`config.mk`:
```
export PLATFORM = sky130hd
export DESIGN_NAME = cfir_ctrl
export DESIGN_NICKNAME = d
export VERILOG_FILES = /design/src/design/cfir_pkg.sv /design/src/design/cfir_ctrl.sv
export SDC_FILE = /design/constraint.sdc
export NUM_CORES = 1
export LEC_CHECK = 0
export BUFFER_PORTS_ARGS = -buffer_cell sky130_fd_sc_hd__buf_2
export CAP_MARGIN = 10
export CORE_MARGIN = 10
export CORE_UTILIZATION = 45
export DETAILED_ROUTE_END_ITERATION = 10
export PLACE_DENSITY = 0.78
export SYNTH_ARGS = -nofsm -noshare
export SYNTH_HDL_FRONTEND = slang
export SYNTH_SLANG_ARGS = --single-unit
```
`constraint.sdc`:
```
create_clock -name clk -period 2.1 [get_ports clk]
set_clock_uncertainty 0.2 [all_clocks]
set_input_delay 0.42 -clock clk [delete_from_list [all_inputs] [get_ports clk]]
set_output_delay 0.42 -clock clk [all_outputs]
set_load 0.02 [all_outputs]
```
`src/design/cfir_pkg.sv`:
```
// Shared constants, codes and control/status types of the complex causal FIR.
// Used by the controller, the datapath and the top level; no dependencies.
package cfir_pkg;

  // Tap store depth and derived widths.
  parameter int MAX_TAPS = 32;
  parameter int ADDR_W   = (MAX_TAPS > 1) ? $clog2(MAX_TAPS) : 1;
  parameter int CNT_W    = $clog2(MAX_TAPS + 1);

  // Field widths of the streams.
  parameter int SAMP_W    = 16;
  parameter int TAP_IDX_W = 5;
  parameter int CFG_W     = 6;

  // A complex product sum is at most 2^31 in magnitude; MAX_TAPS of them add clog2 bits.
  parameter int ACC_W   = 34 + $clog2(MAX_TAPS);
  parameter int Q_SHIFT = 15;
  parameter int OUT_MAX = 32767;
  parameter int OUT_MIN = -32768;

  // Request kinds carried in the low bit of in_tuser.
  parameter logic OP_TAP    = 1'b0;
  parameter logic OP_SAMPLE = 1'b1;

  typedef struct packed {
    logic              accept;    // input request taken this cycle
    logic              issue;     // read tap k and history k this cycle
    logic [ADDR_W-1:0] k;         // tap position being read
    logic              load_out;  // move the finished sum into the output register
  } cmd_t;

  typedef struct packed {
    logic [CNT_W-1:0] tap_n;      // active tap count, clamped to MAX_TAPS
    logic             pipe_busy;  // products still on their way to the accumulator
    logic             out_busy;   // output register holds a result not yet taken
  } sts_t;

endpackage

```
`src/design/cfir_ctrl.sv`:
```
// Sequencer of the complex FIR: takes requests, steps through the taps and
// hands finished sums to the output register. Depends on cfir_pkg.
module cfir_ctrl (
  input  logic          clk,
  input  logic          rst_n,
  input  logic          in_tvalid,
  input  logic          item_op,
  input  cfir_pkg::sts_t sts,
  output logic          in_tready,
  output cfir_pkg::cmd_t cmd
);
  import cfir_pkg::*;

  typedef enum logic [3:0] {
    S_IDLE  = 4'b0001,
    S_MAC   = 4'b0010,
    S_DRAIN = 4'b0100,
    S_DONE  = 4'b1000
  } state_t;

  state_t            state_r, state_nxt;
  logic [ADDR_W-1:0] k_r, k_nxt;
  logic              accept;

  assign in_tready = (state_r == S_IDLE);
  assign accept    = in_tvalid && in_tready;

  always_comb begin
    state_nxt    = state_r;
    k_nxt        = k_r;
    cmd.accept   = accept;
    cmd.issue    = 1'b0;
    cmd.k        = k_r;
    cmd.load_out = 1'b0;
    unique case (state_r)
      S_IDLE: begin
        if (accept && item_op == OP_SAMPLE) begin
          k_nxt = '0;
          // With no active taps the sample goes straight out.
          if (sts.tap_n == '0) begin
            state_nxt = S_DONE;
          end else begin
            state_nxt = S_MAC;
          end
        end
      end
      S_MAC: begin
        cmd.issue = 1'b1;
        if (CNT_W'(k_r) == sts.tap_n - CNT_W'(1)) begin
          state_nxt = S_DRAIN;
        end else begin
          k_nxt = k_r + ADDR_W'(1);
        end
      end
      S_DRAIN: begin
        if (!sts.pipe_busy) begin
          state_nxt = S_DONE;
        end
      end
      S_DONE: begin
        if (!sts.out_busy) begin
          cmd.load_out = 1'b1;
          state_nxt    = S_IDLE;
        end
      end
      default: begin
        state_nxt = S_IDLE;
      end
    endcase
  end

  always_ff @(posedge clk) begin
    if (!rst_n) begin
      state_r <= S_IDLE;
      k_r     <= '0;
    end else begin
      state_r <= state_nxt;
      k_r     <= k_nxt;
    end
  end

endmodule

```
==> metrics.cfg, run 1 <==
[run_status]
status=finished, final reports clean

[power_and_ir_drop]
leakagePower_nw=0.363
p_per_area_nw_per_um2=460
ir_drop_v=0.000344

[critical_path]
path_class=reg2out
reg2reg_slack_ns=0.28
path_buf_inv=2
critPathSlowestCell=dfxtp_2
cp.arrival_ns=1.42
cp.depth=4
cp_data_required_time_ns=1.48
critPathMaxStageDelay_ns=0.38
crit_end=cmd[6]
worstPathMaxFanout=9
cp_top_family=simple AND/OR/NAND/NOR gates
start_kind=flip-flop
startpoint=state_r[2]$_SDFFE_PN0P_
cp_cell_sequence=nand2b_4 > or3_1 > inv_2 > buf_4
reg2reg_from=k_r[3]$_SDFFE_PN0P_
cp-end-kind=output pin
ff2ff_path_depth=6
rr_endpoint=state_r[1]$_SDFFE_PN0P_

[detailed_routing]
routed_via_density=5.60
postRouteAntennaNets=0
wirelength_mm=1.89
vias=762
wire_per_inst_um=13.9
drtIter0Drc=18
firstDrtPassIters=4
remaining_drc_errors=0

[clocking]
cts.sink_count=9
htree_levels=1
cts_buffer_depth=2
cts_hold_buf=0
cts_setup_buffers=0
numCtsBuffers=3
cts_resized=4
clk_pin_slew_ns=0.07
cts_tree=yes
cts-root-buf=clkbuf_4
clock_latency_ns=0.26

[global_routing]
grt_usage=0.112
grt_max_degree=15
grt_pass1_wl_mm=3.31
antenna_found_initial=0
grt_pass1_vias=790
gr-total-overflow=0

[placement]
place_ws_ns=-0.118
gp_congestion=0.833
dp_hpwl_mm=1.50
placed_area_um2=848
portBuffers=20

[timing]
tns_ns=0
hold_violations=0
fmax_ghz=0.490
grt_setup_unrepaired=false
tightestPinTransition_ns=0.376
fin_crit_sh=0.973
finalCriticalPeriod_ns=2.04
slew_headroom=0.749
setup_viol=0
drv_slew=0
hold_slack_ns=0.243
setup_ws_ns=0.0577

[synth]
yosysWarnings=0
netlist_instances=97
async_flop_share=0
synth_simple_gate_area_frac=0.373
synthMuxAreaShare=0.0291
synth_edf_count=0
post_synth_num_cell_types=38
synth_nets=111
synth_top_family_by_area=simple AND/OR/NAND/NOR gates
synth_fa_ha_area_frac=0.0342
synth-xor-area-share=0.0718
seq_area_frac_synth=0.246
synth_flop_cell=dfxtp_1
synth_compound_area_frac=0.190
synth_area_um2=732
syn_area_per_cell_um2=7.55
yosys_register_bits=9

[floorplanning]
die_w_um=60.3
core.rowCount=14
dieArea_um2=3640
die_h_um=60.3
ios=21
start_util=0.480
coreArea_um2=1520

[run]
maxCapViolCount=0

[finish]
nets=135
syn_to_final_growth_pct=21.5
finalCoreUtilization=0.584
drive_gt1_frac=0.308
design_area_um2=890
n_antenna_cell=0

[min_path]
hp-class=in2reg
hold_depth=2

-- power by group --
| part | internal [mW] | switching [mW] | leakage (nW) | total, mW |
|---|---|---|---|---|
| sequential | 0.175 | 0.00910 | 0.0734 | 0.184 |
| clock | 0.0733 | 0.0642 | 0.0150 | 0.137 |
| combinational | 0.0401 | 0.0479 | 0.274 | 0.0880 |
| total | 0.288 | 0.121 | 0.363 | 0.409 |
-- logic make-up (layout without fill, tap and decap cells) --
family	after synthesis	after routing
xor+xnor	6	6
mux	2	2
flops	9	9
simple gates	50	50
fa+ha+maj	2	2
buf+inv	8	31
compound gates	20	20
-- final cells by class --
| class | instances | area [um2] |
|---|---|---|
| fillers | 150 | 634 |
| multi-input cells | 80 | 519 |
| flip-flops and latches | 9 | 184 |
| repair buffers | 23 | 125 |
| clock buffers | 4 | 26.3 |
| well taps | 16 | 20.0 |
| inverters | 4 | 15.0 |
-- layer usage --
layer	vias to the layer above	global-route usage	share of wire
li1	393	-	-
met1	343	0.121	0.41
met2	24	0.201	0.50
met3	2	0.0230	0.077
met4	0	0.0545	0.014
met5	-	0	0
-- registers in the layout (all words and copies together), names as in the netlist --
register and cells:
k_r 5, state_r 4
-- worst register-to-register path: cells and delay by family, from the launching register on --
family                    cells  cell delay [ns]
AOI/OAI and AO/OA             2             0.35
and+or+nand+nor               2             0.43
xor gates and xnor gates      2             0.28
DFF                           1             0.45
-- synthesized netlist by cell type, types with 2 or more instances --
library cell   n  area, um2
nand2_1       14       52.6
dfxtp_1        9        180
nand3_1        8       40.0
nor2_1         8       30.0
xnor2_1        5       43.8
inv_1          4       15.0
nor3_1         4       20.0
a21oi_1        3       15.0
o21ai_0        3       15.0
o22ai_1        3       18.8
a31oi_1        2       12.5
a41oi_1        2       17.5
clkbuf_1       2       7.51
ha_1           2       25.0
nand3b_1       2       15.0
nor2b_1        2       12.5
o211ai_1       2       15.0
o21a_1         2       15.0
-- placed cells by master (no fill, tap or decap), types with 2 or more instances in the layout --
| cell | n |
|---|---|
| buf_4 | 4 |
| o22ai_1 | 3 |
| dfxtp_2 | 3 |
| a41oi_1 | 2 |
| nor3_1 | 4 |
| o211ai_1 | 2 |
| clkbuf_4 | 3 |
| nand2_1 | 14 |
| xnor2_1 | 5 |
| nand3b_1 | 2 |
| nand3_1 | 8 |
| o21a_1 | 2 |
| dfxtp_1 | 6 |
| inv_1 | 3 |
| nor2b_1 | 2 |
| a31oi_1 | 2 |
| buf_2 | 19 |
| nor2_1 | 8 |
| ha_1 | 2 |
| o21ai_0 | 3 |
| a21oi_1 | 3 |
-- how the worst min path moves through the flow --
| stage | start | to | slack, ns |
|---|---|---|---|
| after floorplan | state_r[0]$_SDFFE_PN1P_ | state_r[0]$_SDFFE_PN1P_ | 0.33 |
| after global placement | k_r[0]$_SDFFE_PN0P_ | k_r[0]$_SDFFE_PN0P_ | 0.33 |
| after detailed placement | k_r[0]$_SDFFE_PN0P_ | k_r[0]$_SDFFE_PN0P_ | 0.34 |
| after CTS | rst_n | state_r[0]$_SDFFE_PN1P_ | 0.24 |
| after global routing | rst_n | state_r[0]$_SDFFE_PN1P_ | 0.26 |
| final | rst_n | state_r[0]$_SDFFE_PN1P_ | 0.24 |
-- stage by stage --
stage | power (mW) | instances
4_1_cts | 0.417 | 136
6_report | 0.409 | 136
3_5_place_dp | 0.273 | 132
5_1_grt | 0.428 | 136
2_1_floorplan | 0.242 | 97
3_3_place_gp | 0.269 | 132
(Power assumes the default switching activity.)
==> inputs of run 2 (changes only) <==
- CTS_BUF_LIST: not set -> sky130_fd_sc_hd__clkbuf_8 sky130_fd_sc_hd__clkbuf_16
- SKIP_CTS_REPAIR_TIMING: not set -> 1
==> metrics.cfg, run 2 (synthesized netlist as in run 1, its figures left out) <==
[placement]
dp.cells=132
portBuffers=20
dp_hpwl_mm=1.50
placed_area_um2=848
gp_congestion=0.833
place_ws_ns=-0.118

[global_routing]
grt_usage=0.113
gr-total-overflow=0
antenna_found_initial=0
grt_pass1_vias=799
grt_pass1_wl_mm=3.35
grt_max_degree=15

[finish]
drive_gt1_frac=0.308
layout_common_cells=buf_2, nand2_1, nor2_1, nand3_1, dfxtp_1
n_antenna_cell=0
nFillCells=147
design_area_um2=911
layoutNonFillerInstCount=136
final_common_cell=buf_2
largest_register_ffs=5
finalCoreUtilization=0.598
syn_to_final_growth_pct=24.4
nets=135
regArea_um2=183
top_regs=k_r: 5 flops, state_r: 4 flops
multi_input_comb_area_um2=526
top_register=k_r

[detailed_routing]
postRouteAntennaNets=0
wl_met2_um=960
remaining_drc_errors=0
wl_met3_um=121
wire_per_inst_um=14.2
routed_via_density=5.60
wl_met1_um=820
top_layer=met4
drtIter0Drc=6
vias=761
wirelength_mm=1.93
firstDrtPassIters=4

[power_and_ir_drop]
p_total_uw=473
leakagePower_nw=0.376
ir_drop_v=0.000408
p_per_area_nw_per_um2=519

[clocking]
clk_pin_slew_ns=0.05
htree_levels=1
cts_tree=yes
clock_latency_ns=0.23
cts_buffer_depth=2
cts.sink_count=9
numCtsBuffers=3
cts-root-buf=clkbuf_8

[floorplanning]
die_w_um=60.3
die_h_um=60.3
coreArea_um2=1520
dieArea_um2=3640
ios=21
start_util=0.480
core.rowCount=14

[timing]
hold_violations=0
setup_viol=0
finalCriticalPeriod_ns=2.03
fin_crit_sh=0.966
tightestPinTransition_ns=0.376
drv_slew=0
setup_ws_ns=0.0717
tns_ns=0
hold_slack_ns=0.276
slew_headroom=0.749
fmax_ghz=0.493
grt_setup_unrepaired=true

[critical_path]
cp.arrival_ns=1.41
cp_data_required_time_ns=1.48
worstPathMaxFanout=9
cp-end-kind=output pin
start_kind=flip-flop
path_class=reg2out

[run_status]
status=finished, final reports clean

[min_path]
hp-class=in2reg

[run]
maxCapViolCount=0

-- run 2: changes by cell type in the layout (fill, tap and decap cells not counted) --
| cell | change |
|---|---|
| inv_1 | +1 |
| dfxtp_2 | -1 |
| a311oi_1 | -1 |
| clkbuf_1 | -1 |
| a311oi_2 | +1 |
| clkbuf_8 | +3 |
| clkbuf_4 | -3 |
| buf_4 | -1 |
| buf_2 | +1 |
| dfxtp_1 | +1 |
-- run 2: metal layers --
layer,GRT usage,vias to the layer above
li1,-,394
met1,0.123,343
met2,0.204,22
met3,0.0230,2
met4,0.0545,0
met5,0,-
-- run 2: worst max-delay path: stages, from the launching register on --
cell and delay [ns]:
dfxtp_2 0.37, nand2b_4 0.16, or3_1 0.37, inv_2 0.11
buf_2 0.17
-- run 2: layout make-up --
type,count,area share
Inverter,4,0.0165
Multi-Input combinational cell,80,0.577
Clock buffer,3,0.0453
Clock inverter,1,0.00412
Sequential cell,9,0.201
Timing Repair Buffer,23,0.135
Tap cell,16,0.0220
-- run 2: power breakdown --
group	total (mW)	switching, mW	internal [mW]
clock network	0.199	0.0714	0.128
registers	0.184	0.00911	0.175
logic	0.0894	0.0489	0.0405
total	0.473	0.129	0.343
-- run 2: worst paths after layout --
path / startpoint / end / slack, ns / depth (start not counted)
max reg2reg: k_r[3]$_SDFFE_PN0P_ / state_r[1]$_SDFFE_PN0P_ / 0.27 / 6
max: state_r[2]$_SDFFE_PN0P_ / cmd[6] / 0.07 / 4
min: rst_n / state_r[0]$_SDFFE_PN1P_ / 0.28 / 2
min reg2reg: k_r[0]$_SDFFE_PN0P_ / k_r[0]$_SDFFE_PN0P_ / 0.33 / 1
==> inputs of run 3 (changes only) <==
==> constraint.sdc (replaced) <==
create_clock -name clk -period 2.1 [get_ports clk]
set_clock_uncertainty 0.2 [all_clocks]
set_input_delay 0.21 -clock clk [delete_from_list [all_inputs] [get_ports clk]]
set_output_delay 0.21 -clock clk [all_outputs]
set_load 0.02 [all_outputs]
==> metrics.cfg, run 3 (synthesized netlist as in run 1, its figures left out) <==
[global_routing]
grt_util_met3=0.0230
grt_pass1_vias=731
antenna_found_initial=0
use_met2=0.178
grt_usage=0.102
grt_max_degree=15
grt_pass1_wl_mm=2.95
gr-total-overflow=0
grt-busiest-layer=met2
met1_usage=0.113

[finish]
top_regs=k_r: 5 flops, state_r: 4 flops
largest_register_ffs=5
n_antenna_cell=0
nets=133
nFillCells=146
top_register=k_r
final_common_cell=buf_2
drive_gt1_frac=0.263
layout_common_cells=buf_2, nand2_1, dfxtp_1, nor2_1, nand3_1
syn_to_final_growth_pct=20.0

[floorplanning]
die_w_um=60.3
coreArea_um2=1520
dieArea_um2=3640
core.rowCount=14
start_util=0.480
ios=21
die_h_um=60.3

[placement]
dp_hpwl_mm=1.41
gp_congestion=0.785
portBuffers=20

[power_and_ir_drop]
p_int_uw=338
switching_share=0.269
leakagePower_nw=0.363
power_frac_comb=0.177
seqPwrFrac=0.396
p_per_area_nw_per_um2=527
ir_drop_v=0.000321
power.share.clock=0.428
p_sw_uw=125

[detailed_routing]
remaining_drc_errors=0
wire_per_inst_um=13.0
routed_via_density=5.58
drtIter0Drc=8
vias=748
wirelength_mm=1.74
firstDrtPassIters=4
postRouteAntennaNets=0

[timing]
finalCriticalPeriod_ns=1.89
drv_slew=0
tns_ns=0
slew_headroom=0.761
grt_setup_unrepaired=false
hold_violations=0
fmax_ghz=0.529
setup_viol=0
hold_slack_ns=0.0636
fin_crit_sh=0.900
tightestPinTransition_ns=0.353

[clocking]
clk_pin_slew_ns=0.05
clock_latency_ns=0.23
cts.sink_count=9
cts-root-buf=clkbuf_8
numCtsBuffers=3
cts_tree=yes
htree_levels=1
cts_buffer_depth=2

[critical_path]
path_class=reg2out
cp_data_required_time_ns=1.69
start_kind=flip-flop
cp.arrival_ns=1.48
cp-end-kind=output pin
worstPathMaxFanout=9

[run_status]
status=finished, final reports clean

[run]
maxCapViolCount=0

[min_path]
hp-class=in2reg

## run 3: cell type report
class,instances,area (um2),area share
inverter,4,15.0,0.0171
clock buffer,3,41.3,0.0470
multi-input combinational,80,510,0.581
sequential,9,180,0.205
tap,16,20.0,0.0228
clock inverter,1,3.75,0.00427
timing repair buffer,21,108,0.123
## run 3: metal layers
metal	up-vias	wire length, um	part of all wire
li1	392	-	-
met1	327	762	0.44
met2	27	846	0.49
met3	2	120	0.069
met4	0	10	0.0057
met5	-	0	0
## run 3: worst paths after layout
check,startpoint,endpoint,slack [ns],cells past startpoint
max,state_r[2]$_SDFFE_PN0P_,cmd[6],0.21,4
min,rst_n,state_r[0]$_SDFFE_PN1P_,0.06,2
max reg2reg,state_r[2]$_SDFFE_PN0P_,k_r[4]$_SDFFE_PN0P_,0.29,7
min reg2reg,k_r[0]$_SDFFE_PN0P_,k_r[0]$_SDFFE_PN0P_,0.33,1
## run 3: critical path: stages, from the launching register on
cell	delay (ns)
dfxtp_1	0.39
nand2b_4	0.18
or3_1	0.35
inv_1	0.13
buf_2	0.18
## run 3: power by group through the flow
stage,Clock (mW),Combinational [mW],Sequential (mW)
after CTS,0.202,0.0828,0.183
after detailed placement,0,0.0824,0.186
final,0.198,0.0819,0.183
after global routing,0.209,0.0925,0.184
after global placement,0,0.0807,0.186
after floorplan,0,0.0601,0.182
## run 3: stage by stage
| stage | utilization | total power, mW | cell area (um2) | std cells | setup WS, ns |
|---|---|---|---|---|---|
| after global placement | 0.547 | 0.267 | 833 | 130 | 0.122 |
| after floorplan | - | 0.242 | 732 | 97 | 0.158 |
| after detailed placement | 0.547 | 0.269 | 833 | 130 | 0.0282 |
| after CTS | 0.576 | 0.468 | 878 | 134 | 0.206 |
| after global routing | 0.576 | 0.486 | 878 | 134 | 0.112 |
| final | 0.576 | 0.463 | 878 | 134 | 0.210 |
